### src/rtl/gbfs_pkg.sv
// Shared types, constants and helpers for the grid greedy best-first search block.
// No dependencies; used through scoped names by the top level, gbfs_cfg and gbfs_search.
package gbfs_pkg;

  localparam int GRID_WIDTH_DEF    = 8;
  localparam int GRID_HEIGHT_DEF   = 8;
  localparam int OPEN_DEPTH_DEF    = 256;
  localparam int HISTORY_DEPTH_DEF = 256;

  localparam int PATH_MAX_CELLS = 64;
  localparam int PATH_AW        = 6;
  localparam int PATH_CW        = 7;

  localparam int COORD_W     = 3;
  localparam int CELL_W      = 6;
  localparam int DIST_W      = 4;
  localparam int WALL_W      = 64;
  localparam int CFG_IDX_W   = 3;
  localparam int TDATA_IN_W  = 8;
  localparam int TDATA_OUT_W = 16;

  typedef logic [CFG_IDX_W-1:0] cfg_idx_t;
  localparam cfg_idx_t REG_WALL_MAP = 3'd0;
  localparam cfg_idx_t REG_START_X  = 3'd1;
  localparam cfg_idx_t REG_START_Y  = 3'd2;
  localparam cfg_idx_t REG_GOAL_X   = 3'd3;
  localparam cfg_idx_t REG_GOAL_Y   = 3'd4;

  typedef logic [1:0] status_t;
  localparam status_t STATUS_GOAL      = 2'd0;
  localparam status_t STATUS_EXHAUSTED = 2'd1;
  localparam status_t STATUS_OVERFLOW  = 2'd2;

  typedef struct packed {
    logic [WALL_W-1:0]  wall_map;
    logic [COORD_W-1:0] start_x;
    logic [COORD_W-1:0] start_y;
    logic [COORD_W-1:0] goal_x;
    logic [COORD_W-1:0] goal_y;
  } cfg_t;

  typedef enum logic [3:0] {
    S_IDLE,
    S_ROUND,
    S_SCAN,
    S_POP,
    S_MOVE,
    S_EXPAND,
    S_PATH,
    S_LINK,
    S_WALK,
    S_STORE,
    S_EMIT,
    S_LOAD,
    S_OUT
  } state_t;

  // Manhattan distance on 3-bit coordinates
  function automatic logic [DIST_W-1:0] cell_distance(
    input logic [COORD_W-1:0] x,
    input logic [COORD_W-1:0] y,
    input logic [COORD_W-1:0] gx,
    input logic [COORD_W-1:0] gy
  );
    logic [COORD_W-1:0] dx;
    logic [COORD_W-1:0] dy;
    dx = (x >= gx) ? (x - gx) : (gx - x);
    dy = (y >= gy) ? (y - gy) : (gy - y);
    return DIST_W'(dx) + DIST_W'(dy);
  endfunction

endpackage

### src/rtl/gbfs_cfg.sv
// Configuration register file for the search block (walls, start, goal).
// Depends on gbfs_pkg.
module gbfs_cfg (
  input  logic                       clk,
  input  logic                       rst,
  input  logic                       cfg_valid,
  output logic                       cfg_ready,
  input  logic [gbfs_pkg::CFG_IDX_W-1:0] cfg_index,
  input  logic [gbfs_pkg::WALL_W-1:0]    cfg_data,
  output gbfs_pkg::cfg_t             cfg
);

  assign cfg_ready = 1'b1;

  always_ff @(posedge clk) begin
    if (rst) begin
      cfg <= '0;
    end else if (cfg_valid) begin
      case (cfg_index)
        gbfs_pkg::REG_WALL_MAP: cfg.wall_map <= cfg_data;
        gbfs_pkg::REG_START_X:  cfg.start_x  <= cfg_data[gbfs_pkg::COORD_W-1:0];
        gbfs_pkg::REG_START_Y:  cfg.start_y  <= cfg_data[gbfs_pkg::COORD_W-1:0];
        gbfs_pkg::REG_GOAL_X:   cfg.goal_x   <= cfg_data[gbfs_pkg::COORD_W-1:0];
        gbfs_pkg::REG_GOAL_Y:   cfg.goal_y   <= cfg_data[gbfs_pkg::COORD_W-1:0];
        default: ;
      endcase
    end
  end

endmodule

### config.mk
export PLATFORM = sky130hd
export DESIGN_NAME = gbfs_cfg
export DESIGN_NICKNAME = d
export VERILOG_FILES = /design/src/rtl/gbfs_pkg.sv /design/src/rtl/gbfs_cfg.sv
export SDC_FILE = /design/constraint.sdc
export NUM_CORES = 1
export LEC_CHECK = 0
export BUFFER_PORTS_ARGS = -buffer_cell sky130_fd_sc_hd__buf_4
export CAP_MARGIN = 15
export CELL_PAD_IN_SITES_DETAIL_PLACEMENT = 1
export CELL_PAD_IN_SITES_GLOBAL_PLACEMENT = 1
export CORE_UTILIZATION = 25
export DETAILED_ROUTE_END_ITERATION = 8
export GPL_TIMING_DRIVEN = 0
export MAX_ROUTING_LAYER = met4
export PLACE_DENSITY_LB_ADDON = 0.1
export SLEW_MARGIN = 20
export SYNTH_ARGS = -nofsm -noshare
export SYNTH_HDL_FRONTEND = slang
export SYNTH_SLANG_ARGS = --single-unit
### constraint.sdc
create_clock -name clk -period 1 [get_ports clk]
set_input_delay 0 -clock clk [delete_from_list [all_inputs] [get_ports clk]]
set_output_delay 0 -clock clk [all_outputs]
set_load 0.03 [all_outputs]
-- Word level (Yosys, flattened, before mapping)
Cells that the tools add are included.
- flip-flop bits (word level): 76
- bits in latches: 0
- RAM bits: 0
- bits in read-only memories: 0
- output and inout bits: 77
- memories: 0
- $add $sub $neg: 0
- $mul: 0
- div/mod/pow operators: 0
- magnitude comparators: 0
- equal/unequal tests: 4
- shifts and indexed selects: 0
- multiplexer cells: 0
- bitwise gates (word level): 0
- reduce and logical (&&, ||, !) cells: 6
- operators with widths (operator ; number):
    2-bit AND reduction ; 5
    3-bit by 2-bit == test with 1-bit output (second input constant) ; 2
    3-bit by 1-bit == test with 1-bit output (second input constant) ; 1
    3-bit == test (second input constant) ; 1
    3-bit zero test ; 1

-- Depth between registers and ports, before layout
Gate-level depths: netlist of run 1.
- depth after elaboration: 2
- depth in mapped cells: 4

-- Worst setup path before layout of run 1
No wires, ideal clock.
- path type: input -> register
- start: in cfg_index[0] (netlist name)
- end: reg cfg[12] (netlist name)
- setup time: 0.072 ns
- data arrival time: 0.792 ns
- required time: 0.928 ns
- path slack: 0.137 ns
- stages on the path: 4
- path through: nor4b_4 buf_12 buf_12 mux2i_1
- cells in the longest elaborated chain, start to end: 2
- RTL lines (element ; RTL line ; text):
    from (decl) ; gbfs_cfg.sv:8 ; input logic [gbfs_pkg::CFG_IDX_W-1:0] cfg_index,
    3-bit zero test ; gbfs_cfg.sv:19 ; case (cfg_index)
    2-bit AND reduction (no line) ; - ;
    to (decl) ; gbfs_cfg.sv:10 ; output gbfs_pkg::cfg_t cfg
Every way passes these cells.
A chain may end at the register's enable or synchronous reset.

-- Final worst setup path of run 1
- start: reg cfg[38] (netlist name)
- end: out cfg[38] (netlist name)
No word-level cell between the ends.

==> flow_summary.toml, run 1 <==
[synth]
synth_compound_area_share_pct = 0
avgSynthCellArea_um2 = 10.7
synthAdderAreaFrac_pct = 0
syn_inst = 321
synth_top_family_by_area = "simple AND/OR/NAND/NOR gates"
synth_cell_types = 11
syn-cell-area_um2 = 3430
synthMuxAreaShare_pct = 22.2
synthSimpleGateAreaFrac_pct = 27.4
synth_fp_nets = 391
synth_xor_area_share_pct = 0
yosysSeqAreaShare_pct = 44.3
ys_ff_latch = 76
ys_warn_count = 0

[setup_path]
cp_cell_sequence = "buf_4"
path_buf_inv = 1
worstSetupPathType = "flip-flop to primary output"
cp.required_ns = 1.00
critPathTopFamily = "flip-flops"
critPathMaxFanout = 2
critPathMaxStageDelay_ns = 0.35
arrival_ns = 0.87
cp_slowest_cell = "dfxtp_1"
startpoint_type = "flip-flop"
end_kind = "primary output"

[die]
std_cell_rows = 42
die_y_um = 119
core_area_um2 = 13300
ios = 147
initial_core_util_pct = 25.8
die-area_um2 = 14200
fp.dieW_um = 119

[global_route]
antenna_found_initial = 0
grt_max_degree = 14
grt_util_all_layers_pct = 14.6
grt_pass1_vias = 3215
grt_pass1_wl_um = 15700
gr-total-overflow = 0

[cells_and_area]
n_fill_cell = 1499
nets = 607
antennaDiodeCount = 0
largest_register = "cfg"
stdcell_area_um2 = 5690
reg_top3 = "cfg: 76 flops"
drive_above_1_share_pct = 31.4
largest_reg_flops = 76
syn2layout_area_growth_pct = 65.6

[clock_tree]
cts-buffers-inserted = 9
max-clock-path-buffers = 2
htree_num_levels = 3
cts_hold_buf = 61
root_buffer = "clkbuf_16"
cts_resized = 0
cts_tree = "yes"
cts_setup_buffers = 0
cts.sink_count = 76
clk_latency_ns = 0.33
cts.clk_slew.worst_paths_ns = 0.06

[sta]
final.period_utilization_pct = 86.9
hold_ws_ns = 0.0652
fin_crit_ns = 0.869
grt_setup_unrepaired = "false"
timing.fmax_mhz = 1150
slew_violations = 0
setup_violations = 0
hold_viol = 0
finClkSkew_ns = 0

[route]
wl_per_cell_um = 13.5
dr.pass1.iters = 4
num_vias = 2931
wl_um = 9680
drtAntennaViolNets = 0
drt-initial-drc-count = 62
routed_via_density = 4.08
detail_route.drc_violations = 0

[min_path]
hp-class = "primary input to flip-flop"

[pwr]
power.density_nw_per_um2 = 1400
power.leakage_nw = 2.39
finalPower_w = 0.00794
ir_worst_vdd_v = 0.000645

[placed_design]
port_buffers = 144
place_area_um2 = 4730
gp_congestion = 0.720
dp_hpwl_um = 6800

[run_status]
status = "complete, no violations"

[flow_run]
max_cap_viol_count = 0
-- layer usage --
metal	vias to the layer above	track usage [%]	share of wire (%)
met5	-	-	0
met4	0	6.57	2.3
met3	18	3.11	4.7
met2	83	24.3	50
met1	1360	16.8	43
li1	1470	-	-
-- cell usage in the layout, fill, tap and decap left out, drive strengths merged --
| cell | Yosys | routed |
|---|---|---|
| mux2i | 76 | 76 |
| buf | 9 | 153 |
| clkinv | 0 | 2 |
| dfxtp | 76 | 76 |
| conb | 1 | 1 |
| clkinvlp | 0 | 2 |
| nor4b | 1 | 1 |
| clkbuf | 14 | 23 |
| dlygate4sd3 | 0 | 61 |
| nand2b | 140 | 140 |
| bufinv | 0 | 3 |
| nand4b | 1 | 1 |
| nand4bb | 3 | 3 |
-- synthesized netlist by cell type --
| cell | count | share of area [%] |
|---|---|---|
| nand2b_1 | 140 | 26 |
| dfxtp_1 | 76 | 44 |
| mux2i_1 | 76 | 22 |
| clkbuf_1 | 14 | 1.5 |
| buf_12 | 7 | 4.1 |
| nand4bb_1 | 3 | 0.98 |
| buf_2 | 1 | 0.15 |
| buf_4 | 1 | 0.22 |
| conb_1 | 1 | 0.11 |
| nand4b_1 | 1 | 0.26 |
| nor4b_4 | 1 | 0.69 |
-- logic make-up (layout without fill, tap and decap cells) --
| family | after synthesis | in the layout |
|---|---|---|
| AND/OR/NAND/NOR | 145 | 145 |
| other | 1 | 1 |
| flip-flops | 76 | 76 |
| buffers and inverters | 23 | 244 |
| multiplexers | 76 | 76 |
-- final cells by class --
type	instances	area (um2)	area share, %
buffer	23	205	3.61
clock buffer	9	225	3.96
sequential	76	1520	26.8
clock inverter	7	115	2.02
multi-input combinational	222	1710	30.0
tap	176	220	3.87
timing repair buffer	205	1690	29.8
-- per-stage QoR --
stage / std cells / setup slack, ns / utilization (%) / setup TNS (ns)
final: 718 / 0.131 / 42.8 / 0
after global routing: 718 / 0.0991 / 42.8 / 0
after CTS: 718 / 0.116 / 42.8 / 0
after detailed placement: 641 / -0.135 / 35.6 / -5.89
after global placement: 641 / -0.0903 / 35.6 / -4.68
after floorplan: 321 / 0.137 / - / 0
-- worst paths after layout --
kind | from | to | slack (ns) | depth (start not counted)
hold reg to reg | cfg[66] | cfg[66] | 0.47 | 2
setup reg to reg | cfg[56] | cfg[56] | 0.36 | 2
setup / recovery | cfg[38] | cfg[38] | 0.13 | 1
hold / removal | cfg_data[2] | cfg[5] | 0.07 | 3
-- power by group --
part           leakage [nW]  switching, W  internal, W  total (W)
Combinational          1.61      0.000444     0.000621    0.00106
Sequential            0.615     0.0000370      0.00310    0.00313
Clock                 0.161       0.00132      0.00243    0.00375
(Power assumes the default switching activity.)
==> run 2: changes to the inputs <==
--- a/config.mk
+++ b/config.mk
@@ -9,9 +9,8 @@
 export CAP_MARGIN = 15
 export CELL_PAD_IN_SITES_DETAIL_PLACEMENT = 1
 export CELL_PAD_IN_SITES_GLOBAL_PLACEMENT = 1
-export CORE_UTILIZATION = 25
+export CORE_UTILIZATION = 35
 export DETAILED_ROUTE_END_ITERATION = 8
-export GPL_TIMING_DRIVEN = 0
 export MAX_ROUTING_LAYER = met4
 export PLACE_DENSITY_LB_ADDON = 0.1
 export SLEW_MARGIN = 20
==> flow_summary.toml, run 2 (synthesis gave the netlist of run 1 again) <==
[clock_tree]
cts_setup_buffers = 0
cts.clk_slew.worst_paths_ns = 0.09
max-clock-path-buffers = 2
root_buffer = "clkbuf_8"
cts.sink_count = 76
cts_resized = 0
cts-buffers-inserted = 9
htree_num_levels = 3
cts_tree = "yes"
clk_latency_ns = 0.33

[sta]
finClkSkew_ns = 0
grt_setup_unrepaired = "false"
setup_violations = 0
fin_crit_ns = 0.866
slew_violations = 0
hold_viol = 0
final.period_utilization_pct = 86.6
hold_ws_ns = 0.0590
timing.fmax_mhz = 1150

[min_path]
holdPathStages = 3
min-delay-start = "cfg_data[2]"
hp-class = "primary input to flip-flop"
holdPathEnd = "cfg[2]"

[global_route]
grt_max_degree = 68
grt_util_all_layers_pct = 18.7
gr-total-overflow = 0
grtUsageMet2_pct = 33.2
antenna_found_initial = 0
grt_pass1_wl_um = 14500
grt_use_met1_pct = 20.2
grt_pass1_vias = 3102
grt_use_met3_pct = 4.44
grt-busiest-layer = "met2"

[cells_and_area]
largest_register = "cfg"
nets = 599
reg_top3 = "cfg: 76 flops"
n_fill_cell = 1094
largest_reg_flops = 76
layout_commonest_cell = "buf_4"
syn2layout_area_growth_pct = 59.0
multiInputGateArea_um2 = 1710
register_area_um2 = 1520
antennaDiodeCount = 0
drive_above_1_share_pct = 32.8
final_cell_mix = "buf_4 (155), nand2b_1 (140), mux2i_1 (76), dfxtp_1 (76), dlygate4sd3_1 (61)"

[route]
detail_route.drc_violations = 0
drtAntennaViolNets = 0
dr.pass1.iters = 4
drt-initial-drc-count = 36
routed_via_density = 4.40
wl_um = 9230
wl_per_cell_um = 13.9
num_vias = 2914

[run_status]
status = "complete, no violations"

[die]
die_y_um = 101
std_cell_rows = 35
die-area_um2 = 10200
ios = 147
initial_core_util_pct = 36.6
fp.dieW_um = 101
core_area_um2 = 9370

[pwr]
finalPower_w = 0.00673
ir_worst_vdd_v = 0.000887
power.density_nw_per_um2 = 1230
power.leakage_nw = 2.34

[setup_path]
critPathMaxStageDelay_ns = 0.36
r2r_start = "cfg[59]"
cp_cell_sequence = "buf_4"
r2r-end = "cfg[59]"
arrival_ns = 0.87
r2r_slack_ns = 0.37
critPathTopFamily = "flip-flops"
worstSetupPathType = "flip-flop to primary output"
critPathMaxFanout = 2
cp.required_ns = 1.00
startpoint_type = "flip-flop"
cp_slowest_cell = "dfxtp_1"
worstSetupPathDepth = 1
reg2reg_depth = 2
end_kind = "primary output"
path_buf_inv = 1

[placed_design]
dp_hpwl_um = 6160
gp_congestion = 0.708
port_buffers = 145

[flow_run]
max_cap_viol_count = 0
run 2: changes by cell type in the layout (fill, tap and decap cells not counted), moves of 3 or more:
cell	change
clkbuf_16	-9
buf_12	-3
buf_4	+10
clkbuf_1	-13
clkbuf_8	+9
run 2: where the power goes:
part	switching (W)	internal, W
combinational	0.000437	0.000619
sequential	0.0000366	0.00309
clock	0.00114	0.00141
run 2: cell type report:
class | instances | area share [%]
well taps | 129 | 2.96
clock buffers | 10 | 2.34
clock inverters | 6 | 1.63
repair buffers | 220 | 34.0
multi-input cells | 222 | 31.3
flip-flops and latches | 76 | 27.9
run 2: through the flow:
stage / setup slack [ns] / util, % / TNS, ns / cells / instance area [um2]
final: 0.134 / 58.3 / 0 / 663 / 5460
after global routing: 0.0770 / 58.3 / 0 / 663 / 5460
after CTS: 0.110 / 58.3 / 0 / 663 / 5460
after detailed placement: -0.166 / 49.4 / -8.79 / 586 / 4630
after global placement: -0.139 / 49.4 / -7.17 / 586 / 4630
after floorplan: 0.137 / - / 0 / 321 / 3430
run 2: repair_timing:
action / in CTS / in global routing
setup endpoints to repair: 0 / 0
hold buffers: 61 / 0
endpoints found under the hold margin: 61 / 0
run 2: worst max path at each step:
stage                  from      end  slack (ns)
4_1_cts              cfg[1]   cfg[1]        0.11
2_1_floorplan  cfg_index[0]  cfg[12]        0.14
5_1_grt             cfg[22]  cfg[22]        0.08
3_5_place_dp   cfg_index[0]  cfg[70]       -0.17
6_report            cfg[22]  cfg[22]        0.13
3_3_place_gp   cfg_index[0]  cfg[50]       -0.14
run 2: metal layers:
metal / up-vias / share of wire, %
li1: 1449 / -
met1: 1370 / 42
met2: 83 / 51
met3: 12 / 5.2
met4: 0 / 1.5
met5: - / 0
